File: config.mk
export PLATFORM = sky130hd
export DESIGN_NAME = timed_square_wave_tone
export DESIGN_NICKNAME = d
export VERILOG_FILES = /design/src/rtl/tsw_pkg.sv /design/src/rtl/tsw_ctrl.sv /design/src/rtl/tsw_dp.sv /design/src/rtl/timed_square_wave_tone.sv
export SDC_FILE = /design/constraint.sdc
export NUM_CORES = 1
export LEC_CHECK = 0
export ABC_AREA = 0
export BUFFER_PORTS_ARGS = -buffer_cell sky130_fd_sc_hd__buf_2
export CAP_MARGIN = 20
export CORE_MARGIN = 2
export CORE_UTILIZATION = 35
export DETAILED_ROUTE_END_ITERATION = 7
export GPL_ROUTABILITY_DRIVEN = 0
export SYNTH_ARGS = -nofsm -noshare
export SYNTH_HDL_FRONTEND = slang
export SYNTH_SLANG_ARGS = --single-unit
File: constraint.sdc
create_clock -name clk -period 6.4 [get_ports clk]
set_input_delay 0.64 -clock clk [delete_from_list [all_inputs] [get_ports clk]]
set_output_delay 0.64 -clock clk [all_outputs]
set_load 0.02 [all_outputs]
File: src/rtl/tsw_pkg.sv
// ----------------------------------------------------------------------------
// tsw_pkg
// shared constants, codes and controller/datapath interface types for the
// timed square-wave tone generator
// ----------------------------------------------------------------------------
package tsw_pkg;

	localparam int unsigned CLOCK_HZ      = 2000000;
	localparam int unsigned TICKS_PER_MS  = 2000;
	localparam int unsigned SILENT_PERIOD = 2000;

	localparam int unsigned CNT_W   = 16;
	localparam int unsigned REM_W   = 27;
	localparam int unsigned FREQ_W  = 16;
	localparam int unsigned MS_W    = 16;
	localparam int unsigned PROD_W  = 32;

	// quotient bits of the clock rate division
	localparam int unsigned DIV_BITS = $clog2(CLOCK_HZ + 1);
	localparam int unsigned STEP_W   = $clog2(DIV_BITS);

	localparam logic [CNT_W-1:0] PERIOD_MAX   = '1;
	localparam logic [CNT_W-1:0] PERIOD_RESET = CNT_W'(100);
	localparam logic [REM_W-1:0] REM_MAX      = '1;

	typedef enum logic [1:0] {
		ACT_TICK = 2'd0,
		ACT_PLAY = 2'd1,
		ACT_STOP = 2'd2
	} tsw_action_t;

	typedef enum logic [2:0] {
		ST_IDLE = 3'b001,
		ST_DIV  = 3'b010,
		ST_DONE = 3'b100
	} tsw_state_t;

	typedef struct packed {
		logic tick;        // advance the counter by one clock tick
		logic play;        // load a new tone
		logic stop;        // halt the tone
		logic div_step;    // one quotient bit of the period division
		logic period_load; // take the division result as the period
	} tsw_cmd_t;

	typedef struct packed {
		logic freq_zero;   // incoming word asks for silence
	} tsw_sts_t;

endpackage

File: src/rtl/tsw_ctrl.sv
// ----------------------------------------------------------------------------
// tsw_ctrl
// controller: handshakes, division sequencing and output word valid
// ----------------------------------------------------------------------------
module tsw_ctrl (
	input  logic                clk,
	input  logic                arst_n,
	input  logic                in_valid,
	output logic                in_ready,
	input  logic [1:0]          action,
	output logic                out_valid,
	input  logic                out_ready,
	input  tsw_pkg::tsw_sts_t   sts,
	output tsw_pkg::tsw_cmd_t   cmd
);
	import tsw_pkg::*;

	tsw_state_t        state_q;
	logic [STEP_W-1:0] step_q;
	logic              out_valid_q;
	logic              accept;
	logic              is_play;
	logic              need_div;

	assign in_ready  = (state_q == ST_IDLE) && (!out_valid_q || out_ready);
	assign accept    = in_valid && in_ready;
	assign is_play   = accept && (action == ACT_PLAY);
	assign need_div  = is_play && !sts.freq_zero;
	assign out_valid = out_valid_q;

	always_comb begin
		cmd             = '0;
		cmd.tick        = accept && (action == ACT_TICK);
		cmd.play        = is_play;
		cmd.stop        = accept && (action == ACT_STOP);
		cmd.div_step    = (state_q == ST_DIV);
		cmd.period_load = (state_q == ST_DONE);
	end

	always_ff @(posedge clk or negedge arst_n) begin
		if (!arst_n) begin
			state_q <= ST_IDLE;
			step_q  <= '0;
		end else begin
			case (state_q)
				ST_IDLE: begin
					step_q <= '0;
					if (need_div)
						state_q <= ST_DIV;
				end
				ST_DIV: begin
					step_q <= step_q + STEP_W'(1);
					if (step_q == STEP_W'(DIV_BITS - 1))
						state_q <= ST_DONE;
				end
				ST_DONE: state_q <= ST_IDLE;
				default: state_q <= ST_IDLE;
			endcase
		end
	end

	// result is ready at once, except for a play that divides
	always_ff @(posedge clk or negedge arst_n) begin
		if (!arst_n) begin
			out_valid_q <= 1'b0;
		end else if ((accept && !need_div) || (state_q == ST_DONE)) begin
			out_valid_q <= 1'b1;
		end else if (out_ready) begin
			out_valid_q <= 1'b0;
		end
	end

`ifndef SYNTHESIS
	a_no_accept_busy: assert property (@(posedge clk) disable iff (!arst_n)
		(state_q != ST_IDLE) |-> !in_ready)
		else $error("input taken during division");
	a_no_result_in_div: assert property (@(posedge clk) disable iff (!arst_n)
		(state_q == ST_DIV) |-> !out_valid_q)
		else $error("result shown before division finished");
	a_done_gives_word: assert property (@(posedge clk) disable iff (!arst_n)
		(state_q == ST_DONE) |=> out_valid_q)
		else $error("division finished without a result word");
`endif

endmodule

File: src/rtl/tsw_dp.sv
// ----------------------------------------------------------------------------
// tsw_dp
// datapath: tone counter, duration count, output level and period divider
// ----------------------------------------------------------------------------
module tsw_dp (
	input  logic                       clk,
	input  logic                       arst_n,
	input  logic [tsw_pkg::FREQ_W-1:0] freq_hz,
	input  logic [tsw_pkg::MS_W-1:0]   duration_ms,
	input  tsw_pkg::tsw_cmd_t          cmd,
	output tsw_pkg::tsw_sts_t          sts,
	output logic                       tone_out,
	output logic                       busy_res
);
	import tsw_pkg::*;

	logic [CNT_W-1:0]    counter_q;
	logic [CNT_W-1:0]    period_q;
	logic [CNT_W-1:0]    cmp_q;
	logic [REM_W-1:0]    remaining_q;
	logic                running_q;
	logic                busy_q;
	logic                level_q;

	// divider
	logic [FREQ_W-1:0]   dvs_q;
	logic [FREQ_W-1:0]   rem_q;
	logic [DIV_BITS-1:0] dvd_q;
	logic [DIV_BITS-1:0] quo_q;
	logic [FREQ_W:0]     trial;
	logic                ge;
	logic [CNT_W-1:0]    period_sat;

	logic [PROD_W-1:0]   ticks;
	logic [REM_W-1:0]    ticks_sat;

	logic                wrap;
	logic [CNT_W-1:0]    counter_nx;
	logic                level_nx;

	assign sts.freq_zero = (freq_hz == '0);
	assign tone_out      = level_q;
	assign busy_res      = busy_q;

	// duration in ticks, saturated to the count width
	assign ticks     = PROD_W'(TICKS_PER_MS) * PROD_W'(duration_ms);
	assign ticks_sat = (ticks > PROD_W'(REM_MAX)) ? REM_MAX : ticks[REM_W-1:0];

	// restoring division, one quotient bit a step
	assign trial = {rem_q, dvd_q[DIV_BITS-1]};
	assign ge    = (trial >= {1'b0, dvs_q});
	assign period_sat = (quo_q > DIV_BITS'(PERIOD_MAX)) ? PERIOD_MAX : quo_q[CNT_W-1:0];

	// tick step
	assign wrap       = (counter_q >= period_q);
	assign counter_nx = wrap ? '0 : counter_q + CNT_W'(1);
	always_comb begin
		level_nx = wrap ? 1'b1 : level_q;
		if (counter_nx == cmp_q)
			level_nx = 1'b0;
	end

	always_ff @(posedge clk) begin
		if (cmd.play) begin
			dvs_q <= freq_hz;
			rem_q <= '0;
			dvd_q <= DIV_BITS'(CLOCK_HZ);
			quo_q <= '0;
		end else if (cmd.div_step) begin
			rem_q <= ge ? FREQ_W'(trial - {1'b0, dvs_q}) : trial[FREQ_W-1:0];
			dvd_q <= {dvd_q[DIV_BITS-2:0], 1'b0};
			quo_q <= {quo_q[DIV_BITS-2:0], ge};
		end
	end

	always_ff @(posedge clk or negedge arst_n) begin
		if (!arst_n) begin
			counter_q   <= '0;
			period_q    <= PERIOD_RESET;
			cmp_q       <= '0;
			remaining_q <= '0;
			running_q   <= 1'b0;
			busy_q      <= 1'b0;
			level_q     <= 1'b0;
		end else begin
			if (cmd.play) begin
				remaining_q <= ticks_sat;
				running_q   <= 1'b1;
				busy_q      <= 1'b1;
				if (sts.freq_zero) begin
					period_q <= CNT_W'(SILENT_PERIOD);
					cmp_q    <= '0;
				end
			end else if (cmd.stop) begin
				remaining_q <= '0;
				running_q   <= 1'b0;
				busy_q      <= 1'b0;
			end else if (cmd.period_load) begin
				period_q <= period_sat;
				cmp_q    <= period_sat >> 1;
			end else if (cmd.tick && running_q) begin
				counter_q <= counter_nx;
				level_q   <= level_nx;
				if (wrap) begin
					if (remaining_q == '0) begin
						running_q <= 1'b0;
						busy_q    <= 1'b0;
					end else if (remaining_q <= REM_W'(period_q)) begin
						remaining_q <= '0;
					end else begin
						remaining_q <= remaining_q - REM_W'(period_q);
					end
				end
			end
		end
	end

`ifndef SYNTHESIS
	a_busy_tracks_run: assert property (@(posedge clk) disable iff (!arst_n)
		busy_q == running_q)
		else $error("busy and running disagree");
	a_period_nonzero: assert property (@(posedge clk) disable iff (!arst_n)
		period_q != '0)
		else $error("period is zero");
	a_level_held_idle: assert property (@(posedge clk) disable iff (!arst_n)
		!$past(running_q) |-> $stable(level_q))
		else $error("output level moved while stopped");
`endif

endmodule

File: src/rtl/timed_square_wave_tone.sv
// ----------------------------------------------------------------------------
// timed_square_wave_tone
// tick-driven square-wave tone generator with a play duration
// ----------------------------------------------------------------------------
//
//   channel  signals                                 direction
//   input    in_valid in_ready action freq_hz         in
//            duration_ms
//   output   out_valid out_ready tone_out busy_res    out
//
// a tick, stop or silent play word has its result word registered at once;
// a play with a nonzero frequency first waits for the bit-serial division
// of the clock rate by the frequency
// (21 quotient bits, one per cycle, plus load and finish)
// arst_n clears counter, duration, busy and level and sets the period to 100
// a new word is taken while the previous result word leaves in the same cycle;
// an untaken result word holds off the input
// ----------------------------------------------------------------------------
module timed_square_wave_tone (
	input  logic                       clk,
	input  logic                       arst_n,
	input  logic                       in_valid,
	output logic                       in_ready,
	input  logic [1:0]                 action,
	input  logic [tsw_pkg::FREQ_W-1:0] freq_hz,
	input  logic [tsw_pkg::MS_W-1:0]   duration_ms,
	output logic                       out_valid,
	input  logic                       out_ready,
	output logic                       tone_out,
	output logic                       busy_res
);
	import tsw_pkg::*;

	// command and status between controller and datapath
	tsw_cmd_t cmd;
	tsw_sts_t sts;

	// controller: handshakes and division sequencing
	tsw_ctrl u_ctrl (
		.clk       (clk),
		.arst_n    (arst_n),
		.in_valid  (in_valid),
		.in_ready  (in_ready),
		.action    (action),
		.out_valid (out_valid),
		.out_ready (out_ready),
		.sts       (sts),
		.cmd       (cmd)
	);

	// datapath: tone state, divider; level and busy registers form the result word
	tsw_dp u_dp (
		.clk         (clk),
		.arst_n      (arst_n),
		.freq_hz     (freq_hz),
		.duration_ms (duration_ms),
		.cmd         (cmd),
		.sts         (sts),
		.tone_out    (tone_out),
		.busy_res    (busy_res)
	);

endmodule
Word-level counts from Yosys, hierarchy flattened

Index checks and enable logic that the tools add are counted.

Reductions and logical operators: 29
$lt $le $gt $ge: 5
Multiplexer cells: 33
Multiply operators: 1
Add/sub/neg operators: 4
Bitwise gates (word level): 3
Equal/unequal tests: 13

Operators with widths:

| kind                                                                               | count |
|---|---|
| 27-bit 2-to-1 mux                                                                  | 8 |
| 16-bit 2-to-1 mux                                                                  | 11 |
| 27-bit greater-than comparator (second input constant)                             | 1 |
| 27-bit by 16-bit less-or-equal comparator with 1-bit output                        | 1 |
| 27-bit logical NOT                                                                 | 1 |
| 27-bit by 16-bit subtractor with 27-bit output                                     | 1 |
| 7-bit by 16-bit multiplier with 23-bit output (first input constant)               | 1 |
| 21-bit by 16-bit greater-than comparator with 1-bit output (second input constant) | 1 |
| 17-bit by 16-bit greater-or-equal comparator with 1-bit output                     | 1 |
| 16-bit by 1-bit adder with 16-bit output (second input constant)                   | 1 |
| 16-bit == test                                                                     | 1 |
| 16-bit greater-or-equal comparator                                                 | 1 |
| 16-bit logical NOT                                                                 | 1 |
| 16-bit subtractor                                                                  | 1 |
| 4-bit AND reduction                                                                | 3 |
| 1-bit 2-to-1 mux                                                                   | 10 |
| 5-bit case mux with 2 select lines                                                 | 1 |
| 3-bit nonzero test                                                                 | 3 |
| 1-bit logical AND                                                                  | 8 |
| 2-bit by 1-bit != test with 1-bit output (second input constant)                   | 4 |
| 2-bit nonzero test                                                                 | 4 |
| 3-bit 2-to-1 mux                                                                   | 2 |
| 3-bit case mux with 2 select lines                                                 | 1 |
| 5-bit by 1-bit adder with 5-bit output (second input constant)                     | 1 |
| 15 further kinds                                                                   | 20 |

Register bits: 153
Bits of input ports: 38
Word-level logic and storage cells: 101

Logic depth before layout (Yosys ltp)

Word-level depth: 10
Gate-level depth with buffers: 17
Depth with buffers taken out: 17

Hierarchy

Synthesis repeated with hierarchy kept, for this count alone.

Cell total of the unflattened synthesis: 1238
Area total of the unflattened synthesis: 11208.2 um^2

Modules (own cells, without submodules):

| module   | times used | cells an instance | area each (um^2) |
|---|---|---|---|
| tsw_dp   | 1          | 1190              | 10722.8 |
| tsw_ctrl | 1          | 48                | 485.5 |

Least setup slack after synthesis

OpenSTA, ideal clock, no wires.

Kind: input-to-reg
Start: in duration_ms[6] (netlist name)
End: reg u_dp.remaining_q[23]
Arrival time: 4.623 ns
Buffers on the path: 0
Path slack: 1.646 ns
Setup time: 0.131 ns
Data required time: 6.269 ns
Stages: 16
Path through: inv_1 -> fa_1 -> fa_1 -> fa_1 -> fa_1 -> inv_1 -> ha_1 -> a21o_1 -> a21o_1 -> a21oi_1 -> a2bb2oi_1 -> o31ai_1 -> o31a_1 -> mux2i_1 -> o21ai_0 -> nand4_1

Longest elaborated chain between the ends: 4

RTL lines:

| item                                            | line                         | RTL |
|---|---|---|
| start, declared                                 | timed_square_wave_tone.sv:26 | `input logic [tsw_pkg::MS_W-1:0] duration_ms,` |
| 7-bit by 16-bit multiplier with 23-bit output * | tsw_dp.sv:46                 | `assign ticks = PROD_W'(TICKS_PER_MS) * PROD_W'(duration_ms);` |
| 27-bit greater-than comparator                  | tsw_dp.sv:47                 | `assign ticks_sat = (ticks > PROD_W'(REM_MAX)) ? REM_MAX : ticks[REM_W-1:0];` |
| 27-bit 2-to-1 mux *                             | tsw_dp.sv:47                 |  |
| 27-bit 2-to-1 mux *                             | tsw_dp.sv:86                 | `if (cmd.play) begin` |
| end signal, assigned                            | tsw_dp.sv:87                 | `remaining_q <= ticks_sat;` |
| end signal, assigned                            | tsw_dp.sv:111                | `remaining_q <= remaining_q - REM_W'(period_q);` |
| end, declared                                   | tsw_dp.sv:20                 | `logic [REM_W-1:0] remaining_q;` |

Mark *: on every way between the ends. The rest lies on a longest branch, timed or not.
A chain may end at the register's enable or synchronous reset.

Final worst setup path

Start: in duration_ms[6] (netlist name)
End: reg u_dp.remaining_q[24]

The elaborated chain is that of the path after synthesis.

==> results by group <==
Logic synthesis
  • Average size of a mapped cell: a little under 9 µm²
  • Ys async rst share: 53.8%
  • Seq/Total Area, Yosys: 31.2%
  • Mux cell area share after synthesis: 0.746%
  • Yosys warning count: 0
  • Main combinational cell family by area after synthesis: adder cells
  • Synthesized-area fraction occupied by adder cells: 21.9%
  • Mapped Area: 11100 µm²
  • Syn_nets: 1476
  • Simple-Gate Fraction of Synth Area: 16.8%
  • Post-synthesis xor/xnor area fraction: 4.90%
  • EDFF count, synth: 16
  • Post-synth top flop: dfrtp_1
  • Library cells used by synthesis: 72
  • Post-synthesis instance total: 1278
  • Number of synthesized register bits: 145
  • Synth Area in Compound Gates: 18.3%

Finish
  • Antenna diodes: 0
  • Commonest cells after routing, fill and taps aside: 138 x nand2_1, 125 x inv_1, 125 x a21oi_1
  • Layout fillers: 3203
  • Design Area, Final: roughly 12000 µm²
  • Final nets: 1497
  • Most common cell after layout, fill and taps aside: nand2_1
  • Synthesis-to-layout area growth: 10.9%
  • Share of layout cells above drive strength 1: 7.77%

Worst setup path
  • Worst-path fanout max: 5
  • Worst EP arrival: roughly 5.0 ns
  • Crit path cell chain: buf_2, inv_1, fa_1, fa_1, fa_1, fa_1, inv_1, ha_1, a21o_1, a21o_1, a21oi_1, o21a_1, a31oi_1, a21boi_0, o21bai_1, xnor2_1, o221ai_1
  • WP data required: 6.68 ns
  • CP dominant cell by count: fa_1
  • RR Startpoint: u_dp.period_q[1]
  • CP max stage delay: 0.54 ns
  • WP buf/inv: 3
  • CP top delay family: adder cells
  • CP max-delay cell: fa_1
  • CP Launch Type: primary input
  • WS Path Type: in -> reg
  • R2R Path End: u_dp.remaining_q[16]
  • Crit end category: flop
  • Reg-to-reg setup timing slack: 2.56 ns
  • Worst r2r path cells: 11

Place
  • Pre-CTS setup slack: 1.19 ns
  • HPWL Detailed: 19.0 mm
  • Placed cell areas: 11600 µm²
  • IO Port Bufs: 41

Detailed routing
  • Via density: around 5.2
  • Vias: 8914
  • Routed WL: between 20 and 30 mm
  • Drt wl/cell: 14.7 µm
  • DRC: 0
  • First DRT Iteration DRCs: 571
  • Antenna Violating Nets Remaining: 0
  • Detailed Routing Iterations Pass 1: 5

Job
  • Max cap viols: 0

Clock network
  • Root cell of the clock tree: clkbuf_16
  • Post-CTS setup buffers: 0
  • H-tree depth: 4
  • CTS Buf Count: 17
  • Worst-path clk slew: about 0.070 ns
  • Clock sinks: between 100 and 150
  • Post_cts resized: 0
  • Maximum clock insertion buffer count: 2
  • CTS tree: built
  • Clk Latency, worst-skew pair: 0.43 ns
  • Hold Buf Count CTS: 0

STA
  • Final WS setup: 1.66 ns
  • Tcrit/Tclk final: 74.1%
  • Setup TNS: 0 ns
  • Final hold violations: 0
  • Layout Skew: 0.0135 ns
  • RSZ-0062 raised after global routing: false
  • Max Clk Rate: approximately 0.21 GHz
  • Max-slew violations: 0
  • Fin crit period: about 4.7 ns
  • Final setup fails: 0
  • Relative slew slack: 40.9%
  • Worst-margin pin slew: 0.887 ns

Power and ir drop
  • Pwr Density: 345 nW/µm²
  • Maximum vdd drop: 0.183 mV
  • LEAKAGE: 5.53 nW

Global routing
  • Vias in the first global route: approximately 8700
  • First-pass GRT wire length: around 43 mm
  • Total gr overflow: 0
  • Initial antenna violation count: 1
  • Largest net degree at the start of global routing: 79
  • Total GRT Usage: 15.9%

Die
  • Die X: 182 µm
  • Height of the die: between 150 and 200 µm
  • Boundary pin count: 42
  • Starting density of the core: a little over a third
  • Number of core rows: 65
  • Core area: 31400 µm²
  • Die area: 33100 µm²

Hold path
  • Worst hold path class: in -> async

Run status
  • Status: finished, final reports clean
[Yosys cell counts, drive strengths merged (11+ instances only)]
library cell | n | area [µm²]
xor2 | 19 | 166
dfxtp | 51 | 1020
inv | 125 | 469
a31oi | 12 | 90.1
nor2 | 106 | 398
and3 | 15 | 93.8
nor3 | 36 | 191
a21oi | 126 | 631
nor2b | 12 | 75.1
nand2 | 139 | 524
ha | 104 | 1300
xnor2 | 43 | 377
edfxtp | 16 | 480
o31ai | 12 | 95.1
clkbuf | 37 | 139
fa | 56 | 1120
o21ai | 80 | 400
dfrtp | 74 | 1850
a211oi | 11 | 82.6
nor4 | 18 | 119
a21o | 26 | 195
nand3 | 29 | 145
[final cells by class]
class | count | area [µm²] | area share, %
tap | 402 | 503 | 4.10
clock inverter | 9 | 88.8 | 0.724
timing repair buffer | 49 | 288 | 2.34
inverter | 126 | 473 | 3.85
multi-input combinational | 960 | 6940 | 56.6
sequential | 145 | 3460 | 28.2
clock buffer | 23 | 522 | 4.25
[state kept, by name, indices dropped and copies added, names as in the netlist, 3 cells and up]
signal            flops
u_dp.remaining_q     27
u_dp.dvs_q           16
u_ctrl.state_q        3
u_dp.rem_q           16
u_dp.dvd_q           14
u_dp.period_q        15
u_dp.quo_q           21
u_ctrl.step_q         5
u_dp.counter_q       16
u_dp.cmp_q            9
[worst reg2reg max path, cell delays in order (launching register included)]
cell	delay (ns)
dfrtp_1	0.48
inv_1	0.15
ha_1	0.31
nor2b_1	0.13
o21a_1	0.16
o21ai_0	0.12
a211o_1	0.31
a22oi_1	0.54
o31a_1	0.72
nand2_1	0.21
or4_1	0.52
o211ai_1	0.11
[power breakdown]
group          internal, mW  leakage, nW  switching (mW)
Combinational         0.885         3.70            1.12
Sequential             1.05         1.53           0.137
Clock                 0.620        0.306           0.413
Total                  2.56         5.53            1.67
[how the worst max path moves through the flow]
stage	from	to	slack, ns	cells past startpoint
final	duration_ms[6]	u_dp.remaining_q[24]	1.66	17
after global routing	duration_ms[6]	u_dp.remaining_q[24]	1.31	17
after CTS	duration_ms[7]	u_dp.remaining_q[24]	1.63	17
after detailed placement	duration_ms[7]	u_dp.remaining_q[24]	1.19	17
after global placement	duration_ms[6]	u_dp.remaining_q[24]	1.29	17
after floorplan	duration_ms[6]	u_dp.remaining_q[23]	1.65	16
[cell families (layout without fill, tap and decap cells)]
group	count (synthesis)	count (layout)
compound gates	331	331
xor+xnor	62	62
fa+ha+maj	160	160
buf+inv	173	207
flops	145	145
mux	8	8
simple gates	399	399
[metrics by stage]
| step | power, mW | hold slack, ns | utilization, % | cells |
|---|---|---|---|---|
| finish | 4.23 | 0.110 | 39.1 | 1714 |
| global route | 4.59 | 0.120 | 39.1 | 1714 |
| detailed placement | 3.21 | 0.443 | 37.1 | 1681 |
| floorplan | 2.78 | 0.344 | - | 1278 |
| CTS | 4.25 | 0.384 | 39.0 | 1713 |
| global placement | 3.19 | 0.431 | 37.1 | 1681 |
[per-layer routing]
metal	track usage (%)	vias to the layer above	routed length, µm
li1	-	4475	-
met1	22.6	4270	12700
met2	25.8	153	11400
met3	2.63	14	959
met4	2.71	2	153
met5	0	-	11
Note: power is estimated with default switching activity, not from simulation.
